### src/rtl/core/i2cm_pkg.sv
// types and constants shared by the i2c register access master
// no dependencies
`default_nettype none

package i2cm_pkg;

	localparam int unsigned HALF_W              = 16;
	localparam logic [15:0] HALF_PERIOD_RESET   = 16'd10;
	localparam int unsigned ACK_POLL_LIMIT_DEF  = 6;

	// item kinds
	localparam logic KIND_TICK = 1'b0;
	localparam logic KIND_REQ  = 1'b1;

	// transfer plan steps
	localparam logic [2:0] STEP_DEV_WR  = 3'd0;
	localparam logic [2:0] STEP_REG_HI  = 3'd1;
	localparam logic [2:0] STEP_REG_LO  = 3'd2;
	localparam logic [2:0] STEP_DATA    = 3'd3;
	localparam logic [2:0] STEP_DEV_RD  = 3'd4;
	localparam logic [2:0] STEP_READ    = 3'd5;
	localparam logic [2:0] STEP_STOP    = 3'd6;
	localparam logic [2:0] STEP_FAIL    = 3'd7;

	typedef struct packed {
		logic        is_read;
		logic        wide_reg;
		logic [6:0]  dev_addr;
		logic [15:0] reg_addr;
		logic [7:0]  wr_data;
	} req_t;

	typedef struct packed {
		logic kind;
		req_t req;
		logic sda_in;
	} item_t;

	typedef struct packed {
		logic       scl;
		logic       sda_low;
		logic       busy;
		logic       done;
		logic       status;
		logic [7:0] rd_data;
	} result_t;

endpackage

`default_nettype wire

### src/rtl/core/i2cm_ifs.sv
// valid/ready channel interfaces for request/tick items and results
// depends on nothing
`default_nettype none

interface i2cm_req_if;
	logic        valid;
	logic        ready;
	logic        kind;
	logic        is_read;
	logic        wide_reg;
	logic [6:0]  dev_addr;
	logic [15:0] reg_addr;
	logic [7:0]  wr_data;
	logic        sda_in;

	modport source (output valid, kind, is_read, wide_reg, dev_addr, reg_addr, wr_data, sda_in,
		input ready);
	modport sink (input valid, kind, is_read, wide_reg, dev_addr, reg_addr, wr_data, sda_in,
		output ready);
endinterface

interface i2cm_rsp_if;
	logic       valid;
	logic       ready;
	logic       scl;
	logic       sda_low;
	logic       busy_res;
	logic       done_res;
	logic       status;
	logic [7:0] rd_data;

	modport source (output valid, scl, sda_low, busy_res, done_res, status, rd_data,
		input ready);
	modport sink (input valid, scl, sda_low, busy_res, done_res, status, rd_data,
		output ready);
endinterface

`default_nettype wire

### src/rtl/core/i2cm_seq.sv
// transfer sequencer: phase, counters, shift byte and latched request
// depends on i2cm_pkg
`default_nettype none

module i2cm_seq #(
	parameter int unsigned ACK_POLL_LIMIT = i2cm_pkg::ACK_POLL_LIMIT_DEF
) (
	input  wire                   clk,
	input  wire                   arst_n,
	input  wire                   adv,
	input  wire i2cm_pkg::item_t  item,
	input  wire [15:0]            half_period,
	output i2cm_pkg::result_t     res
);
	import i2cm_pkg::*;

	localparam int unsigned POLL_W = $clog2(ACK_POLL_LIMIT + 1);

	typedef enum logic [4:0] {
		PH_IDLE, PH_STA, PH_STB, PH_STC, PH_WLO, PH_WHI, PH_ALO, PH_APOLL, PH_AHOLD,
		PH_RLO, PH_RHI, PH_NKA, PH_NKB, PH_NKC, PH_SPP, PH_SPA, PH_SPB
	} phase_t;

	phase_t             phase_q, phase_n;
	logic [15:0]        tick_q, tick_n;
	logic [2:0]         bit_q, bit_n;
	logic [2:0]         step_q, step_n;
	logic [POLL_W-1:0]  poll_q, poll_n;
	logic [7:0]         shift_q, shift_n;
	req_t               lat_q, lat_n;
	logic [7:0]         read_q, read_n;
	logic               status_q, status_n;

	logic [15:0] hlen, plen, seg_len;
	logic [16:0] tc_inc;
	logic        do_begin, done;
	logic [2:0]  eff;
	logic        lvl_scl, lvl_sda, tx_bit;

	assign hlen   = (half_period == 16'd0) ? 16'd1 : half_period;
	assign plen   = (half_period[15:1] == 15'd0) ? 16'd1 : {1'b0, half_period[15:1]};
	assign tc_inc = {1'b0, tick_q} + 17'd1;
	assign tx_bit = shift_q[~bit_q];

	// line levels from the current state
	always_comb begin
		lvl_scl = 1'b1;
		lvl_sda = 1'b0;
		case (phase_q)
			PH_STA: lvl_scl = (step_q == STEP_DEV_WR);
			PH_STC: lvl_sda = 1'b1;
			PH_WLO: begin
				lvl_scl = 1'b0;
				lvl_sda = ~tx_bit;
			end
			PH_WHI: lvl_sda = ~tx_bit;
			PH_ALO, PH_RLO, PH_NKA, PH_NKB: lvl_scl = 1'b0;
			PH_SPP: begin
				lvl_scl = 1'b0;
				lvl_sda = 1'b1;
			end
			PH_SPA: lvl_sda = 1'b1;
			default: ;
		endcase
	end

	always_comb begin
		phase_n  = phase_q;
		tick_n   = tick_q;
		bit_n    = bit_q;
		step_n   = step_q;
		poll_n   = poll_q;
		shift_n  = shift_q;
		lat_n    = lat_q;
		read_n   = read_q;
		status_n = status_q;
		do_begin = 1'b0;
		eff      = STEP_DEV_WR;
		done     = 1'b0;
		seg_len  = (phase_q == PH_SPP) ? 16'd1 : hlen;
		if (adv) begin
			if (item.kind == KIND_REQ) begin
				if (phase_q == PH_IDLE) begin
					lat_n   = item.req;
					step_n  = STEP_DEV_WR;
					bit_n   = 3'd0;
					poll_n  = '0;
					tick_n  = 16'd0;
					phase_n = PH_STA;
				end
			end else if (phase_q == PH_APOLL) begin
				if (tick_q == 16'd0 && !item.sda_in) begin
					phase_n = PH_AHOLD;
				end else if (tick_q == 16'd0 && poll_q >= POLL_W'(ACK_POLL_LIMIT)) begin
					step_n  = STEP_FAIL;
					phase_n = PH_SPP;
				end else begin
					if (tick_q == 16'd0)
						poll_n = poll_q + POLL_W'(1);
					tick_n = (tc_inc >= {1'b0, plen}) ? 16'd0 : tc_inc[15:0];
				end
			end else if (phase_q != PH_IDLE) begin
				if (phase_q == PH_RHI && tick_q == 16'd0)
					shift_n = {shift_q[6:0], item.sda_in};
				if (tc_inc >= {1'b0, seg_len}) begin
					tick_n = 16'd0;
					case (phase_q)
						PH_STA: phase_n = PH_STB;
						PH_STB: phase_n = PH_STC;
						PH_STC: begin
							do_begin = 1'b1;
							eff = (step_q == STEP_DEV_WR) ? STEP_DEV_WR : STEP_DEV_RD;
						end
						PH_WLO: phase_n = PH_WHI;
						PH_WHI: begin
							if (bit_q == 3'd7) begin
								phase_n = PH_ALO;
							end else begin
								bit_n   = bit_q + 3'd1;
								phase_n = PH_WLO;
							end
						end
						PH_ALO: begin
							poll_n  = '0;
							phase_n = PH_APOLL;
						end
						PH_AHOLD: begin
							do_begin = 1'b1;
							eff = (step_q == STEP_DEV_WR && !lat_q.wide_reg) ? STEP_REG_LO :
								step_q + 3'd1;
						end
						PH_RLO: phase_n = PH_RHI;
						PH_RHI: begin
							if (bit_q == 3'd7) begin
								phase_n = PH_NKA;
							end else begin
								bit_n   = bit_q + 3'd1;
								phase_n = PH_RLO;
							end
						end
						PH_NKA: phase_n = PH_NKB;
						PH_NKB: phase_n = PH_NKC;
						PH_NKC: begin
							read_n   = shift_q;
							do_begin = 1'b1;
							eff      = STEP_STOP;
						end
						PH_SPP: phase_n = PH_SPA;
						PH_SPA: phase_n = PH_SPB;
						PH_SPB: begin
							status_n = (step_q == STEP_FAIL);
							phase_n  = PH_IDLE;
							done     = 1'b1;
						end
						default: phase_n = PH_IDLE;
					endcase
				end else begin
					tick_n = tc_inc[15:0];
				end
			end
		end
		// start of the next step of the transfer plan
		if (do_begin) begin
			step_n = eff;
			bit_n  = 3'd0;
			tick_n = 16'd0;
			poll_n = '0;
			case (eff)
				STEP_DEV_WR: begin
					shift_n = {lat_q.dev_addr, 1'b0};
					phase_n = PH_WLO;
				end
				STEP_REG_HI: begin
					shift_n = lat_q.reg_addr[15:8];
					phase_n = PH_WLO;
				end
				STEP_REG_LO: begin
					shift_n = lat_q.reg_addr[7:0];
					phase_n = PH_WLO;
				end
				STEP_DATA: begin
					if (lat_q.is_read) begin
						phase_n = PH_STA;
					end else begin
						shift_n = lat_q.wr_data;
						phase_n = PH_WLO;
					end
				end
				STEP_DEV_RD: begin
					if (lat_q.is_read) begin
						shift_n = {lat_q.dev_addr, 1'b1};
						phase_n = PH_WLO;
					end else begin
						phase_n = PH_SPP;
					end
				end
				STEP_READ: begin
					if (lat_q.is_read) begin
						shift_n = 8'd0;
						phase_n = PH_RLO;
					end else begin
						phase_n = PH_SPP;
					end
				end
				default: phase_n = PH_SPP;
			endcase
		end
	end

	always_ff @(posedge clk or negedge arst_n) begin
		if (!arst_n) begin
			phase_q  <= PH_IDLE;
			tick_q   <= 16'd0;
			bit_q    <= 3'd0;
			step_q   <= STEP_DEV_WR;
			poll_q   <= '0;
			shift_q  <= 8'd0;
			lat_q    <= '0;
			read_q   <= 8'd0;
			status_q <= 1'b0;
		end else begin
			phase_q  <= phase_n;
			tick_q   <= tick_n;
			bit_q    <= bit_n;
			step_q   <= step_n;
			poll_q   <= poll_n;
			shift_q  <= shift_n;
			lat_q    <= lat_n;
			read_q   <= read_n;
			status_q <= status_n;
		end
	end

	assign res.scl     = lvl_scl;
	assign res.sda_low = lvl_sda;
	assign res.busy    = (phase_n != PH_IDLE);
	assign res.done    = done;
	assign res.status  = status_n;
	assign res.rd_data = read_n;

	a_poll_bound: assert property (@(posedge clk) disable iff (!arst_n)
		poll_q <= POLL_W'(ACK_POLL_LIMIT))
		else $error("ack poll count past limit");

	a_idle_levels: assert property (@(posedge clk) disable iff (!arst_n)
		phase_q == PH_IDLE |-> lvl_scl && !lvl_sda)
		else $error("lines not released while idle");

	a_done_ends: assert property (@(posedge clk) disable iff (!arst_n)
		adv && done |=> phase_q == PH_IDLE && tick_q == 16'd0)
		else $error("sequencer not idle after done");

	a_done_from_stop: assert property (@(posedge clk) disable iff (!arst_n)
		adv && done |-> phase_q == PH_SPB && !res.busy)
		else $error("done outside the stop segment");

	a_fail_status: assert property (@(posedge clk) disable iff (!arst_n)
		adv && done && step_q == STEP_FAIL |=> status_q)
		else $error("failed transfer reported as success");

endmodule

`default_nettype wire

### src/rtl/core/i2c_master_register_access_unit.sv
// i2c register access master: input register, sequencer, result register
// one result per tick or request item, one item per clock unless rsp stalls
// arst_n clears the sequencer to idle, both stages to empty and half_period to 10
// depends on i2cm_pkg, i2cm_ifs and i2cm_seq
`default_nettype none

module i2c_master_register_access_unit #(
	parameter int unsigned ACK_POLL_LIMIT = i2cm_pkg::ACK_POLL_LIMIT_DEF
) (
	input  wire          clk,
	input  wire          arst_n,
	i2cm_req_if.sink     req,
	i2cm_rsp_if.source   rsp,
	input  wire          cfg_wr_en,
	input  wire [15:0]   cfg_wr_data
);
	import i2cm_pkg::*;

	logic        valid_s1;
	item_t       item_s1;
	logic        valid_s2;
	result_t     res_s2;
	result_t     res_c;
	logic        adv;
	logic [15:0] half_period_q;

	assign adv       = valid_s1 && (!valid_s2 || rsp.ready);
	assign req.ready = !valid_s1 || adv;

	always_ff @(posedge clk or negedge arst_n) begin
		if (!arst_n) begin
			half_period_q <= HALF_PERIOD_RESET;
		end else if (cfg_wr_en) begin
			half_period_q <= cfg_wr_data;
		end
	end

	always_ff @(posedge clk or negedge arst_n) begin
		if (!arst_n) begin
			valid_s1 <= 1'b0;
		end else if (req.ready) begin
			valid_s1 <= req.valid;
		end
	end

	always_ff @(posedge clk) begin
		if (req.valid && req.ready) begin
			item_s1.kind          <= req.kind;
			item_s1.req.is_read   <= req.is_read;
			item_s1.req.wide_reg  <= req.wide_reg;
			item_s1.req.dev_addr  <= req.dev_addr;
			item_s1.req.reg_addr  <= req.reg_addr;
			item_s1.req.wr_data   <= req.wr_data;
			item_s1.sda_in        <= req.sda_in;
		end
	end

	i2cm_seq #(
		.ACK_POLL_LIMIT (ACK_POLL_LIMIT)
	) u_seq (
		.clk         (clk),
		.arst_n      (arst_n),
		.adv         (adv),
		.item        (item_s1),
		.half_period (half_period_q),
		.res         (res_c)
	);

	always_ff @(posedge clk or negedge arst_n) begin
		if (!arst_n) begin
			valid_s2 <= 1'b0;
		end else if (adv) begin
			valid_s2 <= 1'b1;
		end else if (rsp.ready) begin
			valid_s2 <= 1'b0;
		end
	end

	always_ff @(posedge clk) begin
		if (adv)
			res_s2 <= res_c;
	end

	assign rsp.valid    = valid_s2;
	assign rsp.scl      = res_s2.scl;
	assign rsp.sda_low  = res_s2.sda_low;
	assign rsp.busy_res = res_s2.busy;
	assign rsp.done_res = res_s2.done;
	assign rsp.status   = res_s2.status;
	assign rsp.rd_data  = res_s2.rd_data;

endmodule

`default_nettype wire

### src/flat_wrapper.sv
// flat-port wrapper written by rule: the top's interface ports become plain ports
module i2c_master_register_access_unit_flat import i2cm_pkg::*;
#(
	parameter int unsigned ACK_POLL_LIMIT = i2cm_pkg::ACK_POLL_LIMIT_DEF
)
  (clk, arst_n, cfg_wr_en, cfg_wr_data, req_valid, req_kind, req_is_read, req_wide_reg, req_dev_addr, req_reg_addr, req_wr_data, req_sda_in, req_ready, rsp_valid, rsp_scl, rsp_sda_low, rsp_busy_res, rsp_done_res, rsp_status, rsp_rd_data, rsp_ready);
  i2cm_req_if req_i ();
  i2cm_rsp_if rsp_i ();
  input  wire clk;
  input  wire arst_n;
  input  wire cfg_wr_en;
  input  wire [15:0] cfg_wr_data;
  input wire logic [$bits(req_i.valid)-1:0] req_valid;
  input wire logic [$bits(req_i.kind)-1:0] req_kind;
  input wire logic [$bits(req_i.is_read)-1:0] req_is_read;
  input wire logic [$bits(req_i.wide_reg)-1:0] req_wide_reg;
  input wire logic [$bits(req_i.dev_addr)-1:0] req_dev_addr;
  input wire logic [$bits(req_i.reg_addr)-1:0] req_reg_addr;
  input wire logic [$bits(req_i.wr_data)-1:0] req_wr_data;
  input wire logic [$bits(req_i.sda_in)-1:0] req_sda_in;
  output wire logic [$bits(req_i.ready)-1:0] req_ready;
  output wire logic [$bits(rsp_i.valid)-1:0] rsp_valid;
  output wire logic [$bits(rsp_i.scl)-1:0] rsp_scl;
  output wire logic [$bits(rsp_i.sda_low)-1:0] rsp_sda_low;
  output wire logic [$bits(rsp_i.busy_res)-1:0] rsp_busy_res;
  output wire logic [$bits(rsp_i.done_res)-1:0] rsp_done_res;
  output wire logic [$bits(rsp_i.status)-1:0] rsp_status;
  output wire logic [$bits(rsp_i.rd_data)-1:0] rsp_rd_data;
  input wire logic [$bits(rsp_i.ready)-1:0] rsp_ready;
  assign req_i.valid = req_valid;
  assign req_i.kind = req_kind;
  assign req_i.is_read = req_is_read;
  assign req_i.wide_reg = req_wide_reg;
  assign req_i.dev_addr = req_dev_addr;
  assign req_i.reg_addr = req_reg_addr;
  assign req_i.wr_data = req_wr_data;
  assign req_i.sda_in = req_sda_in;
  assign req_ready = req_i.ready;
  assign rsp_valid = rsp_i.valid;
  assign rsp_scl = rsp_i.scl;
  assign rsp_sda_low = rsp_i.sda_low;
  assign rsp_busy_res = rsp_i.busy_res;
  assign rsp_done_res = rsp_i.done_res;
  assign rsp_status = rsp_i.status;
  assign rsp_rd_data = rsp_i.rd_data;
  assign rsp_i.ready = rsp_ready;
  i2c_master_register_access_unit #(.ACK_POLL_LIMIT(ACK_POLL_LIMIT)) u_core (.clk(clk), .arst_n(arst_n), .req(req_i), .rsp(rsp_i), .cfg_wr_en(cfg_wr_en), .cfg_wr_data(cfg_wr_data));
endmodule
### config.mk
export PLATFORM = sky130hd
export DESIGN_NAME = i2c_master_register_access_unit_flat
export DESIGN_NICKNAME = d
export VERILOG_FILES = /design/src/rtl/core/i2cm_pkg.sv /design/src/rtl/core/i2cm_ifs.sv /design/src/rtl/core/i2cm_seq.sv /design/src/rtl/core/i2c_master_register_access_unit.sv /design/src/flat_wrapper.sv
export SDC_FILE = /design/constraint.sdc
export NUM_CORES = 1
export LEC_CHECK = 0
export BUFFER_PORTS_ARGS = -buffer_cell sky130_fd_sc_hd__buf_2
export CAP_MARGIN = 20
export CORE_MARGIN = 3
export CORE_UTILIZATION = 44
export CTS_CLUSTER_DIAMETER = 80
export DETAILED_ROUTE_END_ITERATION = 12
export GPL_TIMING_DRIVEN = 0
export SLEW_MARGIN = 20
export SYNTH_ARGS = -nofsm -noshare
export SYNTH_HDL_FRONTEND = slang
export SYNTH_HIERARCHICAL = 1
export SYNTH_SLANG_ARGS = --single-unit
### constraint.sdc
create_clock -name clk -period 4.6 [get_ports clk]
set_input_delay 0.23 -clock clk [delete_from_list [all_inputs] [get_ports clk]]
set_output_delay 0.23 -clock clk [all_outputs]
set_load 0.005 [all_outputs]
==> results.cfg, run 1 <==
[outcome]
outcome = complete, no violations

[timing]
slew_viol_final = 0
hold_viol_final = 0
fin_worst_skew_ns = 0.00816
maxClockFrequency_mhz = 232
timing.hold.ws_ns = 0.0391
layout_setup_ws_ns = 0.290
rsz0062_at_grt = true
tightest_slew_ns = 0.841
fin_crit_sh_pct = 93.7
fin_crit_ns = 4.31
setup_violations = 0
max-slew-margin-rel_pct = 43.9
final.setup.tns_ns = 0

[critical_path]
endpoint_kind = flip-flop
slowest_stage = or4b_1
rrSetupSlack_ns = 0.29
critPathArrivalTime_ns = 4.47
startpoint_type = flip-flop
slowest_delay_ns = 0.51
cp_common_cell = a21oi_1
worst-path-max-fanout = 10
critPathLaunch = u_core/u_seq/tick_q[1]
worstSetupPathType = reg -> reg
r2r_start = u_core/u_seq/tick_q[1]
cp_data_required_time_ns = 4.76
crit_chain = ha_2 > nand3_4 > or2_2 > clkbuf_1 > nor2_1 > xor2_2 > ha_1 > a21o_1 > a21oi_1 > o41a_1 > o211a_1 > buf_6 > o31ai_1 > a21oi_1 > o21ai_1 > or4b_1

[yosys]
syn-cell-area_sq_um = 7730
yosys_most_used_dff = dfrtp_1
synth_top_area_share_pct = 31.1
synth_top_area_cell = dfrtp_1
synth_edf_count = 48
yosysWarnings = 6
yosysMostFrequentCell = dfrtp_1
avgSynthCellArea_sq_um = 11.4
syn-instance-count = 680
ys_async_sr_fraction_pct = 67.1
ys_top_cells_by_area = dfrtp_1 31%, edfxtp_1 19%, mux2_2 7.1%
seq_area_frac_synth_pct = 50.4
synth_fp_nets = 775
synthTopCellsByCount = 96 x dfrtp_1, 74 x nand2_1, 49 x mux2_2
synth.distinct_cells = 72
ys_ff_latch = 146

[run]
max_cap_violations = 0

[floorplanning]
rows = 47
dieWidth_um = 139
die-area_sq_um = 19200
initial_core_util_pct = 45.8
die_h_um = 139
core_sq_um = 16900
ios = 71

[route]
ant_nets = 0
vias_per_cell = 5.46
wl_per_cell_um = 17.8
drt_pass1_iterations = 5
drt_iter0_drc = 297
dr_total_vias = 5682
wirelength_um = 18500
drc = 0

[clock_network]
htree_levels = 4
path_clk_slew_ns = 0.06
clock_latency_ns = 0.42
cts_sinks = 146
cts_root_buf = clkbuf_16
cts_tree = done
cts_made_buffers = 17
cts_buffer_depth = 2

[final_layout]
n_fill_cell = 1414
insertedDiodeCount = 0
stdcell_count = 1040
nNetsFinal = 902
multi_input_area_sq_um = 3570
postLayoutCoreUtil_pct = 55.6
final_area_sq_um = 9380
drive_gt1_share_pct = 24.9
syn_to_final_growth_pct = 21.4
regArea_sq_um = 3900

[power]
vdd_drop_max_v = 0.000243
p_total_mw = 3.16
power_density_nw_per_um2 = 337
p_leak_nw = 4.25

[global_routing]
antenna_found_initial = 0
grt_max_degree = 79
grt_overflow = 0
grt_pass1_wl_um = 30600
grt_usage_pct = 19.8
grt_pass1_vias = 5957

[placed_design]
portBuffers = 69
dpl.hpwl_um = 13500
gp_congestion = 0.913
place_area_sq_um = 8390
post-place-cells = 970
dpl_worst_slack_ns = 0.0678

[min_path]
worstHoldStart = cfg_wr_data[11]
hold_path.class = in -> reg
==> path summary, 6_finish.rpt <==
path                       cells past startpoint                  endpoint
min                                            2  u_core/half_period_q[11]
min reg2reg                                    2     u_core/u_seq/lat_q[8]
max                                           16       u_core/rsp.busy_res
max reg2reg                                   16       u_core/rsp.busy_res
min in group asynchronous                      2    u_core/u_seq/tick_q[2]
max in group asynchronous                      3    u_core/u_seq/read_q[2]
==> power breakdown <==
group | internal, mW | switching, mW
combinational | 0.153 | 0.184
clock | 0.771 | 0.599
sequential | 1.40 | 0.0477
total | 2.33 | 0.831
==> flip-flops by register name (all words and copies together), names as in the netlist <==
signal / count
u_core/u_seq/bit_q: 3
u_core/u_seq/phase_q: 5
u_core/item_s1: 35
u_core/rsp.status: 1
u_core/rsp.sda_low: 1
u_core/rsp.valid: 1
u_core/u_seq/step_q: 3
u_core/u_seq/shift_q: 8
u_core/rsp.busy_res: 1
u_core/valid_s1: 1
u_core/rsp.rd_data: 8
u_core/u_seq/read_q: 8
u_core/u_seq/status_q: 1
u_core/rsp.done_res: 1
u_core/u_seq/tick_q: 16
u_core/u_seq/poll_q: 3
u_core/half_period_q: 16
u_core/u_seq/lat_q: 33
u_core/rsp.scl: 1
==> critical path: cells and delay by family (launching register included) <==
family	cells	cell delay (ns)
XOR/XNOR	1	0.25
adder cells (fa/ha/maj)	2	0.60
AO/OA/AOI/OAI	7	1.24
flip-flops	1	0.44
AND/OR/NAND/NOR	4	1.17
buffers and inverters	2	0.35
==> cell type report <==
class | count | share of cell area (%)
multi-input combinational | 472 | 38.0
clock buffer | 17 | 4.53
tap | 220 | 2.93
clock inverter | 15 | 1.83
sequential | 146 | 41.5
timing repair buffer | 108 | 8.07
inverter | 30 | 1.20
buffer | 32 | 1.89
==> cell usage in the layout (no fill, tap or decap), types with 4 or more instances in the layout <==
cell           instances
a211oi_1               5
a21o_1                 6
a21oi_1               28
a221oi_1               6
a22o_1                 4
a32o_1                 7
buf_2                 77
buf_4                  5
clkbuf_1              16
clkbuf_16             17
dfrtp_1               95
dlygate4sd3_1         37
edfxtp_1              48
ha_1                  38
inv_1                 30
inv_6                  4
mux2_2                49
mux2_4                10
mux2i_1               14
nand2_1               74
nand2b_1              16
nand3_1               21
nand4_1               10
nor2_1                37
nor2b_1                6
nor3_1                 9
nor4_1                10
o21ai_0               18
o21ai_1               13
o21bai_1               6
o31ai_1                4
xnor2_1               10
xor2_1                 4
==> logic make-up (layout without fill, tap and decap cells) <==
family / count (synthesis) / in the layout / share of synthesized area (%)
and+or+nand+nor: 216 / 216 / 14.8
DFF: 146 / 146 / 50.4
AOI/OAI and AO/OA: 126 / 126 / 11.4
muxes: 75 / 75 / 11.5
buffers and inverters: 62 / 202 / 3.75
adders and majority gates: 39 / 39 / 6.31
xor gates and xnor gates: 16 / 16 / 1.81
==> per-layer routing <==
metal  up-vias  wire length [um]  global-route usage [%]
met1      2794              7950                    24.3
met5         -                 0                       0
met2       117              9500                    34.5
met4         0               402                    7.44
li1       2742                 -                       -
met3        29               647                    3.97
==> repair_timing <==
action,in CTS,in global routing
resized for setup,0,5
setup buffers,0,1
setup endpoints to repair,0,32
hold buffers,37,0
hold endpoints to repair,59,0
No activity file was read; power rests on OpenSTA's default activity.
==> run 2, diff against run 1 <==
MAX_ROUTING_LAYER = met4   (was not set)
==> results.cfg, run 2 (synthesis results as in run 1) <==
[outcome]
outcome = complete, no violations

[final_layout]
reg_top3 = u_core/item_s1: 35 flops, u_core/u_seq/lat_q: 33 flops
largest_reg_flops = 35
mostFrequentLayoutCells = 95 x dfrtp_1, 77 x buf_2, 73 x nand2_1, 49 x mux2_2, 48 x edfxtp_1
insertedDiodeCount = 0
largest-register = u_core/item_s1
postLayoutCoreUtil_pct = 55.6
nNetsFinal = 903
regArea_sq_um = 3900
syn_to_final_growth_pct = 21.3
n_fill_cell = 1441
layout_commonest_cell = dfrtp_1
drive_gt1_share_pct = 25.0
multi_input_area_sq_um = 3590

[clock_network]
cts_tree = done
path_clk_slew_ns = 0.07
cts_sinks = 146
htree_levels = 4
cts_buffer_depth = 2
clock_latency_ns = 0.42
cts_made_buffers = 17
cts_root_buf = clkbuf_16

[floorplanning]
rows = 47
dieWidth_um = 139
die-area_sq_um = 19200
initial_core_util_pct = 45.8
core_sq_um = 16900
ios = 71
die_h_um = 139

[timing]
final.setup.tns_ns = 0
slew_viol_final = 0
setup_violations = 0
tightest_slew_ns = 0.875
fin_worst_skew_ns = 0.00733
timing.hold.ws_ns = 0.0396
maxClockFrequency_mhz = 231
max-slew-margin-rel_pct = 41.7
fin_crit_ns = 4.33
fin_crit_sh_pct = 94.1
rsz0062_at_grt = false
hold_viol_final = 0

[route]
drc = 0
wl_per_cell_um = 17.8
ant_nets = 0
vias_per_cell = 5.39
drt_pass1_iterations = 4
wirelength_um = 18500
drt_iter0_drc = 397
dr_total_vias = 5612

[critical_path]
worst-path-stages = 15
path_delay_family = simple AND/OR/NAND/NOR gates
slowest_delay_ns = 0.48
slowest_stage = dfrtp_1
endpoint_kind = flip-flop
startpoint_type = flip-flop
worst-path-max-fanout = 7
r2r_cells = 15
crit_buf_inv = 0
crit_chain = and3_4 > nand4_1 > nor2_1 > and2_1 > nand2_1 > xnor2_1 > ha_1 > o21ai_0 > o21bai_1 > o21bai_1 > o211ai_2 > mux2i_1 > o21ai_0 > a21o_1 > or4b_1
critPathArrivalTime_ns = 4.49
cp_data_required_time_ns = 4.76
worstSetupPathType = reg -> reg

[power]
power_density_nw_per_um2 = 331
p_total_mw = 3.10
p_leak_nw = 4.23
vdd_drop_max_v = 0.000267

[global_routing]
grt_max_degree = 77
grt_usage_pct = 20.6
grt_pass1_wl_um = 30900
grt_pass1_vias = 5984
antenna_found_initial = 0
grt_overflow = 0

[placed_design]
dpl.hpwl_um = 13400
gp_congestion = 0.917
portBuffers = 69

[min_path]
hold_path.class = in -> reg
worstHoldPathCells = 2

[run]
max_cap_violations = 0
==> run 2: path summary, 6_finish.rpt <==
kind,start,to,slack (ns)
max,u_core/u_seq/tick_q[2],u_core/rsp.busy_res,0.27
min,cfg_wr_data[11],u_core/half_period_q[11],0.04
max reg2reg,u_core/u_seq/tick_q[2],u_core/rsp.busy_res,0.27
min reg2reg,u_core/item_s1[9],u_core/u_seq/lat_q[8],0.46
max in group asynchronous,arst_n,u_core/u_seq/lat_q[4],3.71
min in group asynchronous,arst_n,u_core/u_seq/tick_q[2],0.22
==> run 2: stage by stage <==
stage                     std cells  cell area (sq um)  setup slack (ns)
after global placement          969               8350            0.0859
after global routing           1041               9380           0.00758
after CTS                      1039               9320            0.0266
after detailed placement        970               8390            0.0916
final                          1041               9380             0.272
after floorplan                 680               7730             0.897
==> run 2: layout make-up <==
class                      instances  area share [%]
multi-input combinational        472            38.3
clock buffer                      18            4.68
sequential                       146            41.5
timing repair buffer             109            8.15
inverter                          30            1.20
buffer                            32            1.91
tap                              220            2.93
clock inverter                    14            1.32
==> run 2: worst register-to-register path: stages, from the launching register on <==
cell,delay [ns]
dfrtp_1,0.48
and3_4,0.26
nand4_1,0.17
nor2_1,0.31
and2_1,0.21
nand2_1,0.07
xnor2_1,0.36
ha_1,0.32
o21ai_0,0.19
o21bai_1,0.11
o21bai_1,0.24
o211ai_2,0.29
mux2i_1,0.25
o21ai_0,0.11
a21o_1,0.23
or4b_1,0.46
==> run 2: timing repair <==
| action | CTS | global route |
|---|---|---|
| hold endpoints to repair | 58 | 0 |
| setup buffers | 0 | 2 |
| hold buffers | 37 | 0 |
| resized for setup | 0 | 10 |
| endpoints found under the setup margin | 0 | 33 |
==> run 2: power by group <==
group / internal [mW] / switching, mW
Sequential: 1.40 / 0.0500
Clock: 0.722 / 0.591
Combinational: 0.154 / 0.181
==> run 2: per-layer routing <==
metal  GRT usage, %  vias to the layer above  share of wire [%]
li1               -                     2734                  -
met1           25.2                     2738                 44
met2           34.7                      121                 51
met3           4.45                       19                3.5
met4           5.98                        0                1.5
met5              -                        -                  0
